### src/rtl/u8dc_pkg.sv
package u8dc_pkg;

  localparam int BYTE_W  = 8;
  localparam int CP_W    = 21;
  localparam int LEN_W   = 3;
  localparam int DW_W    = 2;
  localparam int RUN_W   = 16;
  localparam int RAW_MAX = 4;

  localparam int TOTAL_WIDTH_DEFAULT = 16;

  localparam int QUEUE_DEPTH = 4;
  localparam int QUEUE_AW    = $clog2(QUEUE_DEPTH);

  // byte classes
  localparam logic [BYTE_W-1:0] CONT_MASK  = 8'hC0;
  localparam logic [BYTE_W-1:0] CONT_TAG   = 8'h80;
  localparam logic [BYTE_W-1:0] LEAD2_MASK = 8'hE0;
  localparam logic [BYTE_W-1:0] LEAD2_TAG  = 8'hC0;
  localparam logic [BYTE_W-1:0] LEAD3_MASK = 8'hF0;
  localparam logic [BYTE_W-1:0] LEAD3_TAG  = 8'hE0;
  localparam logic [BYTE_W-1:0] LEAD4_MASK = 8'hF8;
  localparam logic [BYTE_W-1:0] LEAD4_TAG  = 8'hF0;

  localparam logic [LEN_W-1:0] LEN_NONE = 3'd0;
  localparam logic [LEN_W-1:0] LEN_ONE  = 3'd1;
  localparam logic [LEN_W-1:0] LEN_TWO  = 3'd2;
  localparam logic [LEN_W-1:0] LEN_THREE = 3'd3;
  localparam logic [LEN_W-1:0] LEN_FOUR = 3'd4;

  localparam logic [DW_W-1:0] WIDTH_ZERO   = 2'd0;
  localparam logic [DW_W-1:0] WIDTH_NARROW = 2'd1;
  localparam logic [DW_W-1:0] WIDTH_WIDE   = 2'd2;

  // one queue entry: either raw bytes flushed one by one, or one decoded character
  typedef struct packed {
    logic [RAW_MAX-1:0][BYTE_W-1:0] raw;
    logic [LEN_W-1:0]               raw_count;
    logic                           decoded;
    logic [CP_W-1:0]                cp;
    logic [LEN_W-1:0]               len;
    logic [DW_W-1:0]                width;
    logic                           ends;
  } job_t;

  typedef struct packed {
    logic valid;
    job_t job;
  } q_head_t;

  function automatic logic in_rng(input logic [CP_W-1:0] cp,
                                  input logic [CP_W-1:0] lo,
                                  input logic [CP_W-1:0] hi);
    return (cp >= lo) && (cp <= hi);
  endfunction

  function automatic logic [DW_W-1:0] width_of(input logic [CP_W-1:0] cp);
    logic zero_w;
    logic wide_w;
    zero_w = (cp == '0) ||
             in_rng(cp, 21'h00300, 21'h0036F) || in_rng(cp, 21'h020D0, 21'h020FF) ||
             in_rng(cp, 21'h0FE20, 21'h0FE2F);
    wide_w = in_rng(cp, 21'h01100, 21'h011FF) || in_rng(cp, 21'h02600, 21'h027BF) ||
             in_rng(cp, 21'h02E80, 21'h02EFF) || in_rng(cp, 21'h03000, 21'h033FF) ||
             in_rng(cp, 21'h03400, 21'h04DBF) || in_rng(cp, 21'h04E00, 21'h09FFF) ||
             in_rng(cp, 21'h0A000, 21'h0A4CF) || in_rng(cp, 21'h0AC00, 21'h0D7A3) ||
             in_rng(cp, 21'h0F900, 21'h0FAFF) || in_rng(cp, 21'h0FE10, 21'h0FE1F) ||
             in_rng(cp, 21'h0FE30, 21'h0FE4F) || in_rng(cp, 21'h0FF01, 21'h0FF60) ||
             in_rng(cp, 21'h0FFE0, 21'h0FFE6) || in_rng(cp, 21'h1F000, 21'h1FFFF) ||
             in_rng(cp, 21'h20000, 21'h2FA1F);
    if (zero_w) return WIDTH_ZERO;
    if (wide_w) return WIDTH_WIDE;
    return WIDTH_NARROW;
  endfunction

endpackage

### src/rtl/u8dc_ifs.sv
interface u8dc_in_if;
  import u8dc_pkg::*;
  logic              valid;
  logic              ready;
  logic [BYTE_W-1:0] in_byte;
  logic              ends_string;

  modport source(output valid, in_byte, ends_string, input ready);
  modport sink(input valid, in_byte, ends_string, output ready);
endinterface

interface u8dc_out_if;
  import u8dc_pkg::*;
  logic              valid;
  logic              ready;
  logic [CP_W-1:0]   code_point;
  logic [LEN_W-1:0]  byte_count;
  logic [DW_W-1:0]   display_width;
  logic [DW_W-1:0]   cells_added;
  logic [RUN_W-1:0]  running_cells;
  logic              last_of_input;
  logic              string_done;

  modport source(output valid, code_point, byte_count, display_width, cells_added,
                 running_cells, last_of_input, string_done, input ready);
  modport sink(input valid, code_point, byte_count, display_width, cells_added,
               running_cells, last_of_input, string_done, output ready);
endinterface

### src/rtl/u8dc_front.sv
module u8dc_front (
  input  logic           clk,
  input  logic           rst,
  u8dc_in_if.sink        in_chan,
  input  logic           queue_full,
  output u8dc_pkg::job_t job,
  output logic           job_push
);
  import u8dc_pkg::*;

  logic [2:0][BYTE_W-1:0] held;
  logic [2:0][BYTE_W-1:0] held_next;
  logic [1:0]             held_count;
  logic [1:0]             held_count_next;
  logic [LEN_W-1:0]       needed_length;
  logic [LEN_W-1:0]       needed_length_next;

  logic [BYTE_W-1:0] b;
  logic              accept;
  logic              pending;
  logic              cont;
  logic [LEN_W-1:0]  lead_len;
  logic [1:0]        raw_base;
  logic              append;
  logic [CP_W-1:0]   cp;

  assign b        = in_chan.in_byte;
  assign in_chan.ready = !queue_full;
  assign accept   = in_chan.valid && !queue_full;
  assign pending  = (needed_length != LEN_NONE);
  assign cont     = ((b & CONT_MASK) == CONT_TAG);
  assign job_push = accept && (job.decoded || (job.raw_count != LEN_NONE));

  always_comb begin
    priority if ((b & LEAD2_MASK) == LEAD2_TAG) lead_len = LEN_TWO;
    else if ((b & LEAD3_MASK) == LEAD3_TAG)     lead_len = LEN_THREE;
    else if ((b & LEAD4_MASK) == LEAD4_TAG)     lead_len = LEN_FOUR;
    else                                        lead_len = LEN_NONE;
  end

  always_comb begin
    unique case (needed_length)
      LEN_TWO:   cp = CP_W'({held[0][4:0], b[5:0]});
      LEN_THREE: cp = CP_W'({held[0][3:0], held[1][5:0], b[5:0]});
      default:   cp = {held[0][2:0], held[1][5:0], held[2][5:0], b[5:0]};
    endcase
  end

  always_comb begin
    held_next          = held;
    held_count_next    = held_count;
    needed_length_next = needed_length;
    raw_base           = 2'd0;
    append             = 1'b0;
    job.decoded        = 1'b0;
    job.cp             = cp;
    job.len            = needed_length;
    job.width          = width_of(cp);
    job.ends           = in_chan.ends_string;

    if (pending && cont) begin
      if ((LEN_W'(held_count) + LEN_ONE) >= needed_length) begin
        job.decoded        = 1'b1;
        held_count_next    = 2'd0;
        needed_length_next = LEN_NONE;
      end else begin
        held_next[held_count] = b;
        held_count_next       = held_count + 2'd1;
        if (in_chan.ends_string) begin
          // flush the sequence, new byte included
          raw_base           = held_count;
          append             = 1'b1;
          held_count_next    = 2'd0;
          needed_length_next = LEN_NONE;
        end
      end
    end else begin
      raw_base = pending ? held_count : 2'd0;
      if ((lead_len == LEN_NONE) || in_chan.ends_string) begin
        append             = 1'b1;
        held_count_next    = 2'd0;
        needed_length_next = LEN_NONE;
      end else begin
        held_next[0]       = b;
        held_count_next    = 2'd1;
        needed_length_next = lead_len;
      end
    end

    for (int i = 0; i < 3; i++) begin
      job.raw[i] = (2'(i) < raw_base) ? held[i] : b;
    end
    job.raw[3]    = b;
    job.raw_count = LEN_W'(raw_base) + LEN_W'(append);
  end

  always_ff @(posedge clk) begin
    if (accept) begin
      held <= held_next;
    end
  end

  always_ff @(posedge clk) begin
    if (rst) begin
      held_count    <= 2'd0;
      needed_length <= LEN_NONE;
    end else if (accept) begin
      held_count    <= held_count_next;
      needed_length <= needed_length_next;
    end
  end

  a_idle_empty: assert property (@(posedge clk) disable iff (rst)
    (needed_length == LEN_NONE) |-> (held_count == 2'd0))
    else $error("bytes held with no pending sequence");

  a_held_short: assert property (@(posedge clk) disable iff (rst)
    (needed_length != LEN_NONE) |-> (LEN_W'(held_count) < needed_length))
    else $error("held bytes reach sequence length");

endmodule

### src/rtl/u8dc_queue.sv
module u8dc_queue (
  input  logic              clk,
  input  logic              rst,
  input  logic              push,
  input  u8dc_pkg::job_t    push_job,
  output logic              full,
  output u8dc_pkg::q_head_t head,
  input  logic              pop
);
  import u8dc_pkg::*;

  job_t                entries [QUEUE_DEPTH];
  logic [QUEUE_AW:0]   wr_ptr;
  logic [QUEUE_AW:0]   rd_ptr;
  logic [QUEUE_AW:0]   fill;

  assign fill       = wr_ptr - rd_ptr;
  assign full       = (fill == (QUEUE_AW+1)'(QUEUE_DEPTH));
  assign head.valid = (fill != '0);
  assign head.job   = entries[rd_ptr[QUEUE_AW-1:0]];

  always_ff @(posedge clk) begin
    if (push) begin
      entries[wr_ptr[QUEUE_AW-1:0]] <= push_job;
    end
  end

  always_ff @(posedge clk) begin
    if (rst) begin
      wr_ptr <= '0;
      rd_ptr <= '0;
    end else begin
      if (push) wr_ptr <= wr_ptr + (QUEUE_AW+1)'(1);
      if (pop)  rd_ptr <= rd_ptr + (QUEUE_AW+1)'(1);
    end
  end

  a_fill_bound: assert property (@(posedge clk) disable iff (rst)
    fill <= (QUEUE_AW+1)'(QUEUE_DEPTH))
    else $error("queue over capacity");

endmodule

### src/rtl/u8dc_back.sv
module u8dc_back #(
  parameter int TOTAL_WIDTH = u8dc_pkg::TOTAL_WIDTH_DEFAULT
) (
  input  logic              clk,
  input  logic              rst,
  input  u8dc_pkg::q_head_t head,
  output logic              pop,
  u8dc_out_if.source        out_chan
);
  import u8dc_pkg::*;

  logic                   out_valid;
  logic [1:0]             idx;
  logic [TOTAL_WIDTH-1:0] total;

  logic                   load;
  logic                   last;
  logic [CP_W-1:0]        r_cp;
  logic [LEN_W-1:0]       r_len;
  logic [DW_W-1:0]        r_width;
  logic [DW_W-1:0]        r_cells;
  logic [TOTAL_WIDTH:0]   sum;
  logic [TOTAL_WIDTH-1:0] sat;
  logic [RUN_W-1:0]       run_view;

  assign load = head.valid && (!out_valid || out_chan.ready);
  assign last = head.job.decoded || ((LEN_W'(idx) + LEN_ONE) == head.job.raw_count);
  assign pop  = load && last;

  always_comb begin
    if (head.job.decoded) begin
      r_cp    = head.job.cp;
      r_len   = head.job.len;
      r_width = head.job.width;
    end else begin
      r_cp    = CP_W'(head.job.raw[idx]);
      r_len   = LEN_ONE;
      r_width = WIDTH_NARROW;
    end
    r_cells = (r_width == WIDTH_ZERO) ? WIDTH_NARROW : r_width;
    sum     = {1'b0, total} + (TOTAL_WIDTH+1)'(r_cells);
    sat     = sum[TOTAL_WIDTH] ? '1 : sum[TOTAL_WIDTH-1:0];
  end

  if (TOTAL_WIDTH >= RUN_W) begin : g_run_cut
    assign run_view = sat[RUN_W-1:0];
  end else begin : g_run_ext
    assign run_view = RUN_W'(sat);
  end

  always_ff @(posedge clk) begin
    if (rst) begin
      out_valid <= 1'b0;
      idx       <= 2'd0;
      total     <= '0;
    end else begin
      if (load) out_valid <= 1'b1;
      else if (out_chan.ready) out_valid <= 1'b0;
      if (pop) idx <= 2'd0;
      else if (load) idx <= idx + 2'd1;
      // clear the total after the string's final character
      if (load) total <= (last && head.job.ends) ? '0 : sat;
    end
  end

  always_ff @(posedge clk) begin
    if (load) begin
      out_chan.code_point    <= r_cp;
      out_chan.byte_count    <= r_len;
      out_chan.display_width <= r_width;
      out_chan.cells_added   <= r_cells;
      out_chan.running_cells <= run_view;
      out_chan.last_of_input <= last;
      out_chan.string_done   <= last && head.job.ends;
    end
  end

  assign out_chan.valid = out_valid;

  a_idx_rewind: assert property (@(posedge clk) disable iff (rst)
    pop |=> (idx == 2'd0))
    else $error("beat index not rewound after job");

  a_done_last: assert property (@(posedge clk) disable iff (rst)
    (out_valid && out_chan.string_done) |-> out_chan.last_of_input)
    else $error("string end not on final beat of a byte");

  a_multi_alone: assert property (@(posedge clk) disable iff (rst)
    (out_valid && (out_chan.byte_count != LEN_ONE)) |-> out_chan.last_of_input)
    else $error("decoded character shares its byte with other beats");

endmodule

### src/rtl/utf8_display_cell_counter.sv
// UTF-8 display cell counter.
// in_chan carries one string byte per beat (in_byte, ends_string); out_chan
// carries one beat per character: code point, byte count, display width,
// cells added, running cell total, and flags for the last beat of a byte and
// of the string. Both channels move a beat when valid and ready are high.
// A byte that completes a character, or is a one-byte character, reaches
// out_chan through the queue and the output register. A byte that breaks a
// pending sequence or ends the string flushes the held bytes as one-byte
// characters, up to four beats for that byte, one per cycle from the output
// stage. Sustained rate is one byte per cycle while each byte yields at most
// one beat; a four-entry queue between the byte decoder and the beat
// sequencer absorbs flushes, and in_chan.ready drops only when it is full.
// When the receiver stalls the output register holds its beat, the queue
// fills, then input stalls. A synchronous reset drops the pending sequence,
// empties the queue, clears the cell total and the output valid.
module utf8_display_cell_counter #(
  parameter int TOTAL_WIDTH = u8dc_pkg::TOTAL_WIDTH_DEFAULT
) (
  input  logic        clk,
  input  logic        rst,
  u8dc_in_if.sink     in_chan,
  u8dc_out_if.source  out_chan
);
  import u8dc_pkg::*;

  job_t    job;
  logic    job_push;
  logic    queue_full;
  q_head_t head;
  logic    pop;

  u8dc_front u_front (
    .clk        (clk),
    .rst        (rst),
    .in_chan    (in_chan),
    .queue_full (queue_full),
    .job        (job),
    .job_push   (job_push)
  );

  u8dc_queue u_queue (
    .clk      (clk),
    .rst      (rst),
    .push     (job_push),
    .push_job (job),
    .full     (queue_full),
    .head     (head),
    .pop      (pop)
  );

  u8dc_back #(
    .TOTAL_WIDTH (TOTAL_WIDTH)
  ) u_back (
    .clk      (clk),
    .rst      (rst),
    .head     (head),
    .pop      (pop),
    .out_chan (out_chan)
  );

endmodule
### src/flat_wrapper.sv
// flat-port wrapper written by rule: the top's interface ports become plain ports
module utf8_display_cell_counter_flat import u8dc_pkg::*;
#(
  parameter int TOTAL_WIDTH = u8dc_pkg::TOTAL_WIDTH_DEFAULT
)
  (clk, rst, in_chan_valid, in_chan_in_byte, in_chan_ends_string, in_chan_ready, out_chan_valid, out_chan_code_point, out_chan_byte_count, out_chan_display_width, out_chan_cells_added, out_chan_running_cells, out_chan_last_of_input, out_chan_string_done, out_chan_ready);
  u8dc_in_if in_chan_i ();
  u8dc_out_if out_chan_i ();
  input  logic clk;
  input  logic rst;
  input wire logic [$bits(in_chan_i.valid)-1:0] in_chan_valid;
  input wire logic [$bits(in_chan_i.in_byte)-1:0] in_chan_in_byte;
  input wire logic [$bits(in_chan_i.ends_string)-1:0] in_chan_ends_string;
  output wire logic [$bits(in_chan_i.ready)-1:0] in_chan_ready;
  output wire logic [$bits(out_chan_i.valid)-1:0] out_chan_valid;
  output wire logic [$bits(out_chan_i.code_point)-1:0] out_chan_code_point;
  output wire logic [$bits(out_chan_i.byte_count)-1:0] out_chan_byte_count;
  output wire logic [$bits(out_chan_i.display_width)-1:0] out_chan_display_width;
  output wire logic [$bits(out_chan_i.cells_added)-1:0] out_chan_cells_added;
  output wire logic [$bits(out_chan_i.running_cells)-1:0] out_chan_running_cells;
  output wire logic [$bits(out_chan_i.last_of_input)-1:0] out_chan_last_of_input;
  output wire logic [$bits(out_chan_i.string_done)-1:0] out_chan_string_done;
  input wire logic [$bits(out_chan_i.ready)-1:0] out_chan_ready;
  assign in_chan_i.valid = in_chan_valid;
  assign in_chan_i.in_byte = in_chan_in_byte;
  assign in_chan_i.ends_string = in_chan_ends_string;
  assign in_chan_ready = in_chan_i.ready;
  assign out_chan_valid = out_chan_i.valid;
  assign out_chan_code_point = out_chan_i.code_point;
  assign out_chan_byte_count = out_chan_i.byte_count;
  assign out_chan_display_width = out_chan_i.display_width;
  assign out_chan_cells_added = out_chan_i.cells_added;
  assign out_chan_running_cells = out_chan_i.running_cells;
  assign out_chan_last_of_input = out_chan_i.last_of_input;
  assign out_chan_string_done = out_chan_i.string_done;
  assign out_chan_i.ready = out_chan_ready;
  utf8_display_cell_counter #(.TOTAL_WIDTH(TOTAL_WIDTH)) u_core (.clk(clk), .rst(rst), .in_chan(in_chan_i), .out_chan(out_chan_i));
endmodule
### config.mk
export PLATFORM = sky130hd
export DESIGN_NAME = utf8_display_cell_counter_flat
export DESIGN_NICKNAME = d
export VERILOG_FILES = /design/src/rtl/u8dc_pkg.sv /design/src/rtl/u8dc_ifs.sv /design/src/rtl/u8dc_front.sv /design/src/rtl/u8dc_queue.sv /design/src/rtl/u8dc_back.sv /design/src/rtl/utf8_display_cell_counter.sv /design/src/flat_wrapper.sv
export SDC_FILE = /design/constraint.sdc
export NUM_CORES = 1
export LEC_CHECK = 0
export ABC_AREA = 1
export BUFFER_PORTS_ARGS = -buffer_cell sky130_fd_sc_hd__clkbuf_2
export CAP_MARGIN = 20
export CORE_ASPECT_RATIO = 0.5
export CORE_MARGIN = 5
export CORE_UTILIZATION = 55
export DETAILED_ROUTE_END_ITERATION = 6
export PLACE_DENSITY_LB_ADDON = 0.08
export SLEW_MARGIN = 0
export SYNTH_ARGS = -nofsm -noshare
export SYNTH_HDL_FRONTEND = slang
export SYNTH_SLANG_ARGS = --single-unit
### constraint.sdc
create_clock -name clk -period 5.35 [get_ports clk]
set_input_delay 0.8025 -clock clk [delete_from_list [all_inputs] [get_ports clk]]
set_output_delay 0.8025 -clock clk [all_outputs]
set_load 0.01 [all_outputs]
Word-level counts from Yosys, hierarchy flattened
Memories as Yosys holds them, arrays and structs flattened. A register that Yosys moved wholly into a read port is not among the register bits.
Cells that the tools add are included.

word-level totals
  flip-flop bits (word level) = 100
  bits in latches = 0
  RAM bits = 252
  memory bits (read-only) = 0
  bits of input ports = 13
  output and inout bits = 48
  word-level logic and storage cells = 193
  memories kept = 1

cells by class
  $add $sub $neg = 9
  $mul = 0
  divide/modulo/power cells = 0
  $lt $le $gt $ge = 43
  equal/unequal tests = 11
  shifts and indexed selects = 0
  mux-type cells = 51
  bitwise gates (word level) = 1
  reductions and logical operators = 59

memory list
  name                    depth  bits a word  rd ports  clocked after memory_dff  wr ports  line              source
  u_core.u_queue.entries  4      63           1         1                         1         u8dc_queue.sv:12  job_t entries [QUEUE_DEPTH];

operators with widths
  operator                count
  $le A21 B16 Y1 const B  9
  $ge A21 B16 Y1 const B  8
  $ge A21 B14 Y1 const B  5
  $le A21 B14 Y1 const B  4
  $mux W8                 9
  $pmux W21 S2            1
  $mux W16                2
  $mux W2                 15
  $logic_and A1 B1 Y1     25
  $bwmux W24              1
  $ge A21 B10 Y1 const B  1
  $ge A21 B13 Y1 const B  1
  $ge A21 B15 Y1 const B  1
  $ge A21 B17 Y1 const B  1
  $ge A21 B18 Y1 const B  1
  $le A21 B10 Y1 const B  1
  $le A21 B13 Y1 const B  1
  $le A21 B15 Y1 const B  1
  $le A21 B17 Y1 const B  1
  $le A21 B18 Y1 const B  1
  $logic_not A21 Y1       1
  $logic_or A1 B1 Y1      21
  $mux W3                 7
  $add A16 B2 Y17         1
  30 further kinds        55

Logic depth before layout (Yosys ltp)
Gate-level depths: netlist of run 1.

  depth in word-level cells = 22
  gate-level depth with buffers = 24

By module
From an unflattened synthesis of run 1, not the netlist that was laid out.

second synthesis, totals
  cell total of the unflattened synthesis = 1562
  area, all modules = 16220.6 µm²

by module, submodules not included
  module      times used  cells an instance  area each (µm²)
  u8dc_queue  1           737                10000.8
  u8dc_back   1           361                3183.1
  u8dc_front  1           464                3036.7

Least setup slack after synthesis of run 1
OpenSTA, ideal clock, no wires.

  path kind = reg2reg
  start point = register u_core.u_front.needed_length[2]
  end point = memory u_core.u_queue.entries[3][0] (netlist name) (enable)
  setup time = 0.475 ns
  data arrival time = 5.117 ns
  slack = -0.242 ns
  stages on the path, launching flop included = 15
  path buffers = 2
  clock period less this slack = 5.592 ns
  path through = dfxtp_1 inv_2 buf_2 ha_1 a21oi_1 o211ai_1 nand2_1 nand2_1 nor3_2 clkbuf_1 ha_1 nor3_1 a21oi_1 inv_1 nor2_1

RTL lines
  item                    line               source
  from (decl)             u8dc_front.sv:15   logic [LEN_W-1:0] needed_length;
  from (signal assigned)  u8dc_front.sv:109  needed_length <= needed_length_next;
  to (decl)               u8dc_queue.sv:12

==> results of run 1 <==
## worst max path at each step
stage                                                             from                                 endpoint  slack, ps  depth (start not counted)
after floorplan           u_core.u_front.needed_length[2]$_SDFFE_PP0P_   u_core.u_queue.entries[0][0]$_DFFE_PP_       -190                         14
after global placement    u_core.u_front.needed_length[1]$_SDFFE_PP0P_  u_core.u_queue.entries[3][17]$_DFFE_PP_        890                         13
after detailed placement  u_core.u_front.needed_length[1]$_SDFFE_PP0P_  u_core.u_queue.entries[3][17]$_DFFE_PP_        680                         13
after CTS                 u_core.u_front.needed_length[1]$_SDFFE_PP0P_  u_core.u_queue.entries[3][54]$_DFFE_PP_        680                         13
after global routing      u_core.u_front.needed_length[1]$_SDFFE_PP0P_    u_core.u_queue.wr_ptr[2]$_SDFFE_PP0P_        280                         15
final                     u_core.u_front.needed_length[1]$_SDFFE_PP0P_  u_core.u_queue.entries[3][17]$_DFFE_PP_        660                         13
## where the power goes
| part | leakage (nW) | switching, mW | internal, mW |
|---|---|---|---|
| sequential | 3.02 | 0.250 | 3.74 |
| clock | 0.452 | 0.906 | 1.14 |
| combinational | 2.45 | 2.17 | 0.789 |
| total | 5.93 | 3.32 | 5.67 |
## cell type report
class | count | area, sq um | share of cell area [%]
inverter | 108 | 407 | 2.52
antenna | 1 | 2.50 | 0.0155
timing repair buffer | 71 | 433 | 2.68
multi-input combinational | 876 | 4400 | 27.2
tap | 352 | 440 | 2.73
sequential | 329 | 9560 | 59.2
clock buffer | 35 | 748 | 4.63
clock inverter | 18 | 161 | 0.999
## registers in the layout (all words and copies together), names as in the netlist, 2 cells and up, named ones only
signal                                cells
u_core.u_queue.entries                  228
u_core.u_front.held                      24
u_core.u_back.out_chan.code_point        21
u_core.u_back.out_chan.running_cells     16
u_core.u_back.total                      16
u_core.u_back.out_chan.byte_count         3
u_core.u_front.needed_length              3
u_core.u_queue.rd_ptr                     3
u_core.u_queue.wr_ptr                     3
u_core.u_back.idx                         2
u_core.u_back.out_chan.display_width      2
u_core.u_front.held_count                 2
## layout by cell type (no fill, tap or decap), drive strengths merged, types with 2 or more instances in the layout
cell / instances
o21ai: 155
a31oi: 4
dfxtp: 32
o22ai: 33
nand2: 250
xor2: 3
or2: 4
buf: 11
clkbuf: 95
edfxtp: 297
a32o: 6
o211a: 2
nor2: 199
inv: 107
bufinv: 3
a211oi: 5
nand3: 62
ha: 19
nand4: 24
clkinv: 16
o221ai: 14
xnor2: 4
o211ai: 3
a21oi: 63
nor3: 16
## metal layers
| metal | up-vias | GRT usage [%] |
|---|---|---|
| li1 | 4930 | - |
| met1 | 5056 | 36.3 |
| met2 | 318 | 34.6 |
| met3 | 48 | 5.21 |
| met4 | 0 | 4.27 |
| met5 | - | 0 |
## logic make-up after synthesis
family          count (synthesis)  synth area share, %
compound gates                291                 11.3
simple gates                  558                 16.4
flops                         329                 65.5
buf+inv                       169                 4.61
fa+ha+maj                      20                 1.77
xor+xnor                        7                0.420
## worst max-delay path: cells and delay by family (launching register included)
| kind | cells | cell delay (ps) |
|---|---|---|
| and+or+nand+nor | 6 | 1690 |
| buffers and inverters | 3 | 770 |
| adders and majority gates | 2 | 730 |
| DFF | 1 | 690 |
| AOI/OAI and AO/OA | 2 | 460 |
## per-stage QoR
step | hold slack [ps] | instance area (sq um) | setup slack [ps]
2_1_floorplan | 447 | 14600 | -189
5_1_grt | 512 | 16200 | 277
3_3_place_gp | 455 | 15200 | 887
3_5_place_dp | 473 | 15200 | 685
4_1_cts | 482 | 16200 | 678
6_report | 480 | 16200 | 661
## Yosys cell counts, types with 2 or more instances
| master | count | area [sq um] |
|---|---|---|
| nand3_2 | 5 | 50.1 |
| a21oi_1 | 63 | 315 |
| nand2_1 | 238 | 893 |
| buf_2 | 14 | 70.1 |
| o211ai_1 | 3 | 22.5 |
| edfxtp_1 | 297 | 8920 |
| nand4_1 | 24 | 150 |
| buf_1 | 4 | 15.0 |
| o211a_1 | 2 | 20.0 |
| inv_2 | 13 | 48.8 |
| nor2_4 | 5 | 56.3 |
| ha_1 | 19 | 238 |
| xnor2_1 | 4 | 35.0 |
| o22ai_1 | 33 | 206 |
| dfxtp_1 | 32 | 641 |
| a32o_1 | 6 | 60.1 |
| nand2_2 | 10 | 62.6 |
| nor2_1 | 188 | 706 |
| buf_4 | 3 | 22.5 |
| nand3_1 | 57 | 285 |
| o21ai_1 | 20 | 100 |
| inv_1 | 93 | 349 |
| nand2_4 | 2 | 22.5 |
| o221ai_1 | 14 | 123 |
| or2_2 | 2 | 12.5 |
| clkbuf_1 | 38 | 143 |
| a211oi_1 | 5 | 37.5 |
| nor3_2 | 2 | 20.0 |
| a31oi_1 | 4 | 25.0 |
| xor2_1 | 3 | 26.3 |
| o21ai_0 | 134 | 671 |
| nor2_2 | 6 | 37.5 |
| nor3_1 | 14 | 70.1 |
==> metrics.md, run 1 <==
| Metric | Value |
|---|---|
| Result of the run | complete, no violations |
| DR pass1 iterations | 7 |
| DR vias | 10,352 |
| DRT iter0 DRCs | a little over 1,000 |
| Total GRT Usage | 23.4% |
| Crit-path cells | inv_2 > ha_1 > nand3_1 > o211ai_1 > nand2_1 > nand2_1 > nor3_2 > ha_1 > nor3_1 > a21oi_1 > inv_1 > nor2_4 > buf_12 |
| Grt total ovfl | 0 |
| Die W | between 200 and 250 um |
| Most used DFF post-synth | edfxtp_1 |
| CP peak stage delay | ~690 ps |
| Reg2reg end | u_core.u_queue.entries[3][17]$_DFFE_PP_ |
| Chip height | roughly 130 um |
| Synth Register Bits | between 300 and 400 |
| WL final | roughly 36 mm |
| Wire length on met1 | 17.1 mm |
| Routed length on met3 | ~2.6 mm |
| Final nets | around 1,400 |
| Synth Cell Area | ~15,000 sq um |
| Final setup viols | 0 |
| Worst r2r path cells | 13 |
| Clock Skew | 20.1 ps |
| Slew of the pin with the lowest slew margin | roughly 1100 ps |
| Final HPWL DP | around 23 mm |
| WHS Path Cells | 2 |
| Setup crit end kind | flop |
| Synth async-reset ratio | 0% |
| R2R Setup Slk | approximately 660 ps |
| Routed Antenna Nets | 0 |
| Share of layout cells above drive strength 1 | between 10 and 15% |
| Post-CTS setup buffer count | 0 |
| Crit-path slowest cell | dfxtp_1 |
| Final Critical Period | about 4700 ps |
| VDD IR max | 0.358 mV |
| Number of H-tree levels | 1 |
| Startpoint of the worst hold path | u_core.u_queue.rd_ptr[2]$_SDFFE_PP0P_ |
| Hold Path Class | flop to flop |
| Setup TNS | 0 ps |
| Worst Setup Path Type | flop to flop |
| Longest Clk Path Bufs | 3 |
| Final period util | 87.7% |
| Post-Synthesis Cells | 1,374 |
| DP Cell Count | ~1,700 |
| Die area | 30,100 sq um |
| Clock-pin slew on the worst setup and hold paths | roughly 60 ps |
| Vias in the first global route | roughly 9,700 |
| Via/cell ratio | between 5 and 6 |
| Worst Path Max Fanout | 42 |
| PD cells | 556 nW/um^2 |
| Slew HR | 27.3% |
| Initial Util | a little under three fifths |
| CTS tree | done |
| Met2 wire len | roughly 15 mm |
| Hold Violations, Final | 0 |
| Fmax | 0.213 GHz |
| Skew-Pair Late Insertion Delay | 550 ps |
| Clock Tree Root | clkbuf_16 |
| Global-route wire length before repair | 55.7 mm |
| MaxCap Viol Count | 0 |
| Seq/Total Area, Yosys | ~65% |
| Initial antenna violation count | 0 |
| Synth cell types | 50 |
| Hold_buf cts | 0 |
| Core area | roughly 26,000 sq um |
| Drt drc | 0 |
| Post-synth net total | ~1,400 |
| CTS buffer count | 29 |
| Number of port buffers | 60 |
| Max layer used | met4 |
| Post-synth EDFFs | 297 |
| Layout Utilization | roughly three fifths |
| Largest net degree at the start of global routing | 93 |
| Avg WL per Cell | about 20 um |
| Post_cts resized | 0 |
| Min-Delay Endpoint | u_core.u_queue.rd_ptr[2]$_SDFFE_PP0P_ |
| Number of I/O pins | 61 |
| Layout Area Growth over Synthesis | 10.7% |
| Syn. warnings | 0 |
| Critical path required time | approximately 5600 ps |
| Final Power | around 9 mW |
| Fillcell total | about 2,200 |
| Clock Sinks | 329 |
| Max-slew violation count | 0 |
| Mean Syn Cell Area | roughly 11 sq um |
| Startpoint Class | flop |
| Leak | slightly below 6 nW |
| Gpl congestion | about 0.93 |
| Non-Filler Instances | roughly 1,800 |
| Num rows | between 40 and 50 |
| Worst R2R Start | u_core.u_front.needed_length[1]$_SDFFE_PP0P_ |
| Unrepaired setup endpoints after global routing | false |
| Crit path DAT | 4920 ps |
Note: power is estimated with default switching activity, not from simulation.
==> inputs of run 2 (changes only) <==
--- a/config.mk
+++ b/config.mk
@@ -6,7 +6,7 @@
 export NUM_CORES = 1
 export LEC_CHECK = 0
 export ABC_AREA = 1
-export BUFFER_PORTS_ARGS = -buffer_cell sky130_fd_sc_hd__clkbuf_2
+export BUFFER_PORTS_ARGS = -buffer_cell sky130_fd_sc_hd__buf_2
 export CAP_MARGIN = 20
 export CORE_ASPECT_RATIO = 0.5
 export CORE_MARGIN = 5
==> run 2 against run 1 <==
Effect of this change:
- clock skew rose by 5.9 ps
- utilization is essentially flat
- sequential power about the same
- die area is the same
- combinational power about the same
- total power decreased by 0.12%
- largest cell class unchanged
==> metrics.md, run 2 (synthesis gave the netlist of run 1 again) <==
| Metric | Value |
|---|---|
| Share of layout cells above drive strength 1 | approximately an eighth |
| Routed length on met3 | ~2.8 mm |
| Slew of the pin with the lowest slew margin | roughly 900 ps |
| Chip height | about 130 um |
| Die area | around 30,000 sq um |
| Antenna cell count | 0 |
| Grt total ovfl | 0 |
| Hold Path Class | flop to flop |
| DRT iter0 DRCs | around 1,100 |
| Longest Clk Path Bufs | 3 |
| Most frequent cells in the layout | edfxtp_1, nand2_1, nor2_1 |
| Startpoint Class | flop |
| Clock Sinks | about 330 |
| Initial antenna violation count | 0 |
| Post_cts resized | 0 |
| DR vias | 10,477 |
| Number of flip-flops in the largest register | around 230 |
| Final Critical Period | 4520 ps |
| Unrepaired setup endpoints after global routing | false |
| Slew HR | approximately two fifths |
| Routed Antenna Nets | 0 |
| Number of I/O pins | 61 |
| Worst Setup Path Type | flop to flop |
| Final setup viols | 0 |
| Post-CTS setup buffer count | 0 |
| Final period util | between 80% and 90% |
| Reg2reg end | u_core.u_queue.entries[2][4]$_DFFE_PP_ |
| MaxCap Viol Count | 0 |
| PD cells | ~560 nW/um^2 |
| Fmax | about 0.22 GHz |
| Layout Utilization | between 60% and 70% |
| VDD IR max | approximately 0.39 mV |
| Worst R2R Start | u_core.u_front.needed_length[1]$_SDFFE_PP0P_ |
| Vias in the first global route | roughly 9,800 |
| CTS tree | done |
| Most common cell after layout, fill and taps aside | edfxtp_1 |
| Number of H-tree levels | 1 |
| Avg WL per Cell | about 20 um |
| Total GRT Usage | a little under a quarter |
| R2R Setup Slk | between 800 and 900 ps |
| Max-slew violation count | 0 |
| WL final | around 36 mm |
| Hold_buf cts | 0 |
| Final Power | 8.98 mW |
| Worst Path Max Fanout | between 40 and 50 |
| Clock Tree Root | clkbuf_16 |
| Critical Path Sink | u_core.u_queue.entries[2][4]$_DFFE_PP_ |
| DR pass1 iterations | 6 |
| Initial Util | between 50% and 60% |
| Drt drc | 0 |
| Worst r2r path cells | 13 |
| Leak | slightly below 6 nW |
| Hold Violations, Final | 0 |
| Setup TNS | 0 ps |
| Critical path required time | roughly 5600 ps |
| Clock-pin slew on the worst setup and hold paths | 70 ps |
| Layout Area Growth over Synthesis | 10.6% |
| Die W | around 240 um |
| Max layer used | met4 |
| Setup crit end kind | flop |
| Final nets | approximately 1,500 |
| CTS buffer count | 29 |
| Met2 wire len | ~16 mm |
| Core area | 26,300 sq um |
| Global-route wire length before repair | between 50 and 60 mm |
| Via/cell ratio | just under 6 |
| Final HPWL DP | 23.3 mm |
| Crit path DAT | approximately 4700 ps |
| Skew-Pair Late Insertion Delay | roughly 570 ps |
| Number of port buffers | 60 |
| Largest net degree at the start of global routing | 85 |
| Result of the run | complete, no violations |
| Crit path from | u_core.u_front.needed_length[1]$_SDFFE_PP0P_ |
| Wire length on met1 | roughly 17 mm |
| Gpl congestion | about 0.94 |
| Clock Skew | between 20 and 30 ps |
| Fillcell total | about 2,200 |
| Num rows | 42 |
| Hold Slack | 475 ps |
[run 2: cell count changes in the layout (fill, tap and decap cells not counted)]
cell,delta
buf_12,-2
buf_2,+61
buf_4,+4
bufinv_16,-1
clkbuf_2,-60
clkinv_2,-1
clkinvlp_4,+1
diode_2,-1
inv_16,+1
inv_6,-1
inv_8,+1
[run 2: worst max-delay path, stage by stage (launching register included)]
cell and delay (ps):
dfxtp_1 700, inv_2 140, ha_1 340, nand3_1 90, o211ai_1 150, nand2_1 170, nand2_1 120, nor3_2 670
ha_1 380, nor3_1 70, a21oi_1 280, inv_1 270, nor2_4 420, buf_12 340
[run 2: layer usage]
layer / vias up / global-route usage (%)
met1: 5082 / 37.7
li1: 4932 / -
met5: - / 0
met3: 39 / 3.67
met2: 424 / 35.0
met4: 0 / 4.57
[run 2: worst min path at each step]
| stage | start | end | slack, ps | cells after the start |
|---|---|---|---|---|
| finish | u_core.u_queue.rd_ptr[2]$_SDFFE_PP0P_ | u_core.u_queue.rd_ptr[2]$_SDFFE_PP0P_ | 470 | 2 |
| global route | u_core.u_queue.rd_ptr[2]$_SDFFE_PP0P_ | u_core.u_queue.rd_ptr[2]$_SDFFE_PP0P_ | 510 | 2 |
| CTS | u_core.u_queue.rd_ptr[2]$_SDFFE_PP0P_ | u_core.u_queue.rd_ptr[2]$_SDFFE_PP0P_ | 470 | 2 |
| floorplan | u_core.u_queue.rd_ptr[2]$_SDFFE_PP0P_ | u_core.u_queue.rd_ptr[2]$_SDFFE_PP0P_ | 450 | 2 |
| global placement | u_core.u_queue.rd_ptr[2]$_SDFFE_PP0P_ | u_core.u_queue.rd_ptr[2]$_SDFFE_PP0P_ | 460 | 2 |
| detailed placement | u_core.u_queue.rd_ptr[2]$_SDFFE_PP0P_ | u_core.u_queue.rd_ptr[2]$_SDFFE_PP0P_ | 460 | 2 |
[run 2: cell type report]
type	count	area [sq um]	area share, %
Tap cell	352	440	2.73
Inverter	108	407	2.52
Timing Repair Buffer	74	428	2.65
Sequential cell	329	9560	59.2
Multi-Input combinational cell	876	4400	27.3
Clock buffer	35	748	4.63
Clock inverter	18	156	0.969
[run 2: report_power, final]
group	switching (mW)	internal (mW)
registers	0.238	3.74
clock network	0.928	1.10
logic	2.19	0.783
[run 2: stage by stage]
stage | instance area, sq um | setup slack [ps] | instances
after floorplan | 14600 | -189 | 1374
after global placement | 15200 | 1100 | 1738
after detailed placement | 15200 | 957 | 1738
after CTS | 16100 | 925 | 1791
after global routing | 16100 | 477 | 1792
final | 16100 | 832 | 1792
==> inputs of run 3 (changes only) <==
==> constraint.sdc (replaced) <==
create_clock -name clk -period 4.6 [get_ports clk]
set_input_delay 0.69 -clock clk [delete_from_list [all_inputs] [get_ports clk]]
set_output_delay 0.69 -clock clk [all_outputs]
set_load 0.01 [all_outputs]
==> run 3 against run 2 <==
Effect of this change:
- hold slack worse by 40 ps
- clock power up 31%
- first-iteration DRC count rose by 18%
- design area increased by 1.2%
- total power up 20%
- non-clock buffer count up 6
- utilization up 0.72 points
- global-route usage barely moved
- sequential power increased by 16%
- setup slack worse by 360 ps
- flip-flop and latch count did not move
- largest cell class unchanged
- highest routed layer unchanged
==> metrics.md, run 3 (synthesis gave the netlist of run 1 again) <==
| Metric | Value |
|---|---|
| Fillcell total | around 2,100 |
| Initial Util | a little under three fifths |
| Chip height | about 130 um |
| Final nets | around 1,500 |
| Final period util | around nine tenths |
| Skew-Pair Late Insertion Delay | between 500 and 600 ps |
| Max-slew violation count | 0 |
| Die area | 30,100 sq um |
| DR vias | between 10,000 and 15,000 |
| Slew HR | 31.4% |
| VDD IR max | ~0.44 mV |
| Num rows | 42 |
| Core area | 26,300 sq um |
| Final Critical Period | slightly above 4000 ps |
| Avg WL per Cell | ~20 um |
| Hold Path Class | input port to flop |
| Clock-pin slew on the worst setup and hold paths | 70 ps |
| Crit path DAT | approximately 4600 ps |
| Number of flip-flops in the largest register | around 230 |
| Longest Clk Path Bufs | 3 |
| Slew of the pin with the lowest slew margin | 1030 ps |
| Result of the run | complete, no violations |
| Startpoint Class | flop |
| DR pass1 iterations | 6 |
| Via/cell ratio | approximately 5.8 |
| Most common cell after layout, fill and taps aside | edfxtp_1 |
| Design area | about 16,000 sq um |
| Drt drc | 0 |
| DRT iter0 DRCs | between 1,000 and 1,500 |
| Setup ws final | ~470 ps |
| Hold Slack | approximately 430 ps |
| Clock Sinks | between 300 and 400 |
| Final HPWL DP | around 24 mm |
| Global-route wire length before repair | approximately 56 mm |
| Gpl congestion | 0.924 |
| Antenna cell count | 0 |
| Die W | about 240 um |
| Critical path required time | just over 5000 ps |
| Share of layout cells above drive strength 1 | between 10 and 15% |
| Final Power | between 10 and 15 mW |
| Area post-placement | roughly 15,000 sq um |
| WL final | between 30 and 40 mm |
| Final setup viols | 0 |
| Setup crit end kind | flop |
| Number of I/O pins | around 60 |
| CTS tree | done |
| Area of the multi-input gates | ~4400 sq um |
| Grt total ovfl | 0 |
| Initial antenna violation count | 1 |
| Largest net degree at the start of global routing | between 60 and 70 |
| Vias in the first global route | between 9,000 and 10,000 |
| Fmax | ~0.24 GHz |
| Clock Skew | around 15 ps |
| Layout Area Growth over Synthesis | 11.9% |
| Post-CTS setup buffer count | 0 |
| Dpl ws | about 350 ps |
| Number of H-tree levels | 1 |
| Routed Antenna Nets | 0 |
| PD cells | between 600 and 700 nW/um^2 |
| Most frequent cells in the layout | edfxtp_1, nand2_1, nor2_1 |
| CTS buffer count | 29 |
| Total GRT Usage | about a quarter |
| Worst Setup Path Type | flop to flop |
| Setup TNS | 0 ps |
| Unrepaired setup endpoints after global routing | false |
| Worst Path Max Fanout | 14 |
| Clock Tree Root | clkbuf_16 |
| MaxCap Viol Count | 0 |
| FF/Latch Area | ~9600 sq um |
| Hold Violations, Final | 0 |
| Leak | around 6.0 nW |
| Number of port buffers | 60 |
==> run 3: per-layer routing <==
metal	GRT usage (%)	up-vias	share of wire, %
li1	-	4950	-
met1	37.5	5085	47
met2	35.0	428	43
met3	3.96	49	7.9
met4	4.77	0	1.8
met5	0	-	0
==> run 3: repair_timing <==
item / 4_1_cts / 5_1_grt
endpoints found under the setup margin: 0 / 157
resized for setup: 0 / 3
hold buffers: 0 / 0
endpoints found under the hold margin: 0 / 0
==> run 3: power breakdown <==
group | internal, mW | switching [mW] | leakage [nW]
clock network | 1.58 | 1.08 | 0.516
registers | 4.35 | 0.270 | 3.02
logic | 0.925 | 2.59 | 2.49
total | 6.85 | 3.94 | 6.03
==> run 3: worst paths after layout <==
check,endpoint,cells after the start,slack (ps),start
hold / removal,u_core.u_queue.entries[2][62]$_DFFE_PP_,1,430,in_chan_in_byte[7]
hold reg to reg,u_core.u_queue.rd_ptr[2]$_SDFFE_PP0P_,2,480,u_core.u_queue.rd_ptr[2]$_SDFFE_PP0P_
setup / recovery,u_core.u_queue.wr_ptr[2]$_SDFFE_PP0P_,19,470,u_core.u_front.held_count[0]$_SDFFE_PP0P_
setup reg to reg,u_core.u_queue.wr_ptr[2]$_SDFFE_PP0P_,19,470,u_core.u_front.held_count[0]$_SDFFE_PP0P_
==> run 3: critical path, cell delays in order, from the launching register on <==
cell and delay (ps):
dfxtp_1 430, inv_1 130, ha_1 320, ha_1 310
nand2_1 70, o211ai_1 310, nand2_1 150, nand2_1 190
inv_2 40, nand2_1 80, inv_2 50, ha_1 170
ha_1 350, nor3_1 80, a21oi_1 210, inv_1 230
nor2_4 350, buf_4 310, a21oi_1 90, o21a_1 130
==> run 3: area by class of cell <==
cell class              instances  share of cell area [%]
well taps                     352                    2.70
clock inverters                21                    1.82
flip-flops and latches        329                    58.5
multi-input cells             876                    27.0
clock buffers                  31                    4.61
inverters                     108                    2.50
repair buffers                 80                    2.83
==> run 3: stage by stage <==
stage | util [%] | std cells
after CTS | 62.1 | 1797
final | 62.2 | 1797
after global placement | 58.1 | 1745
after detailed placement | 58.1 | 1745
after floorplan | - | 1374
after global routing | 62.2 | 1797
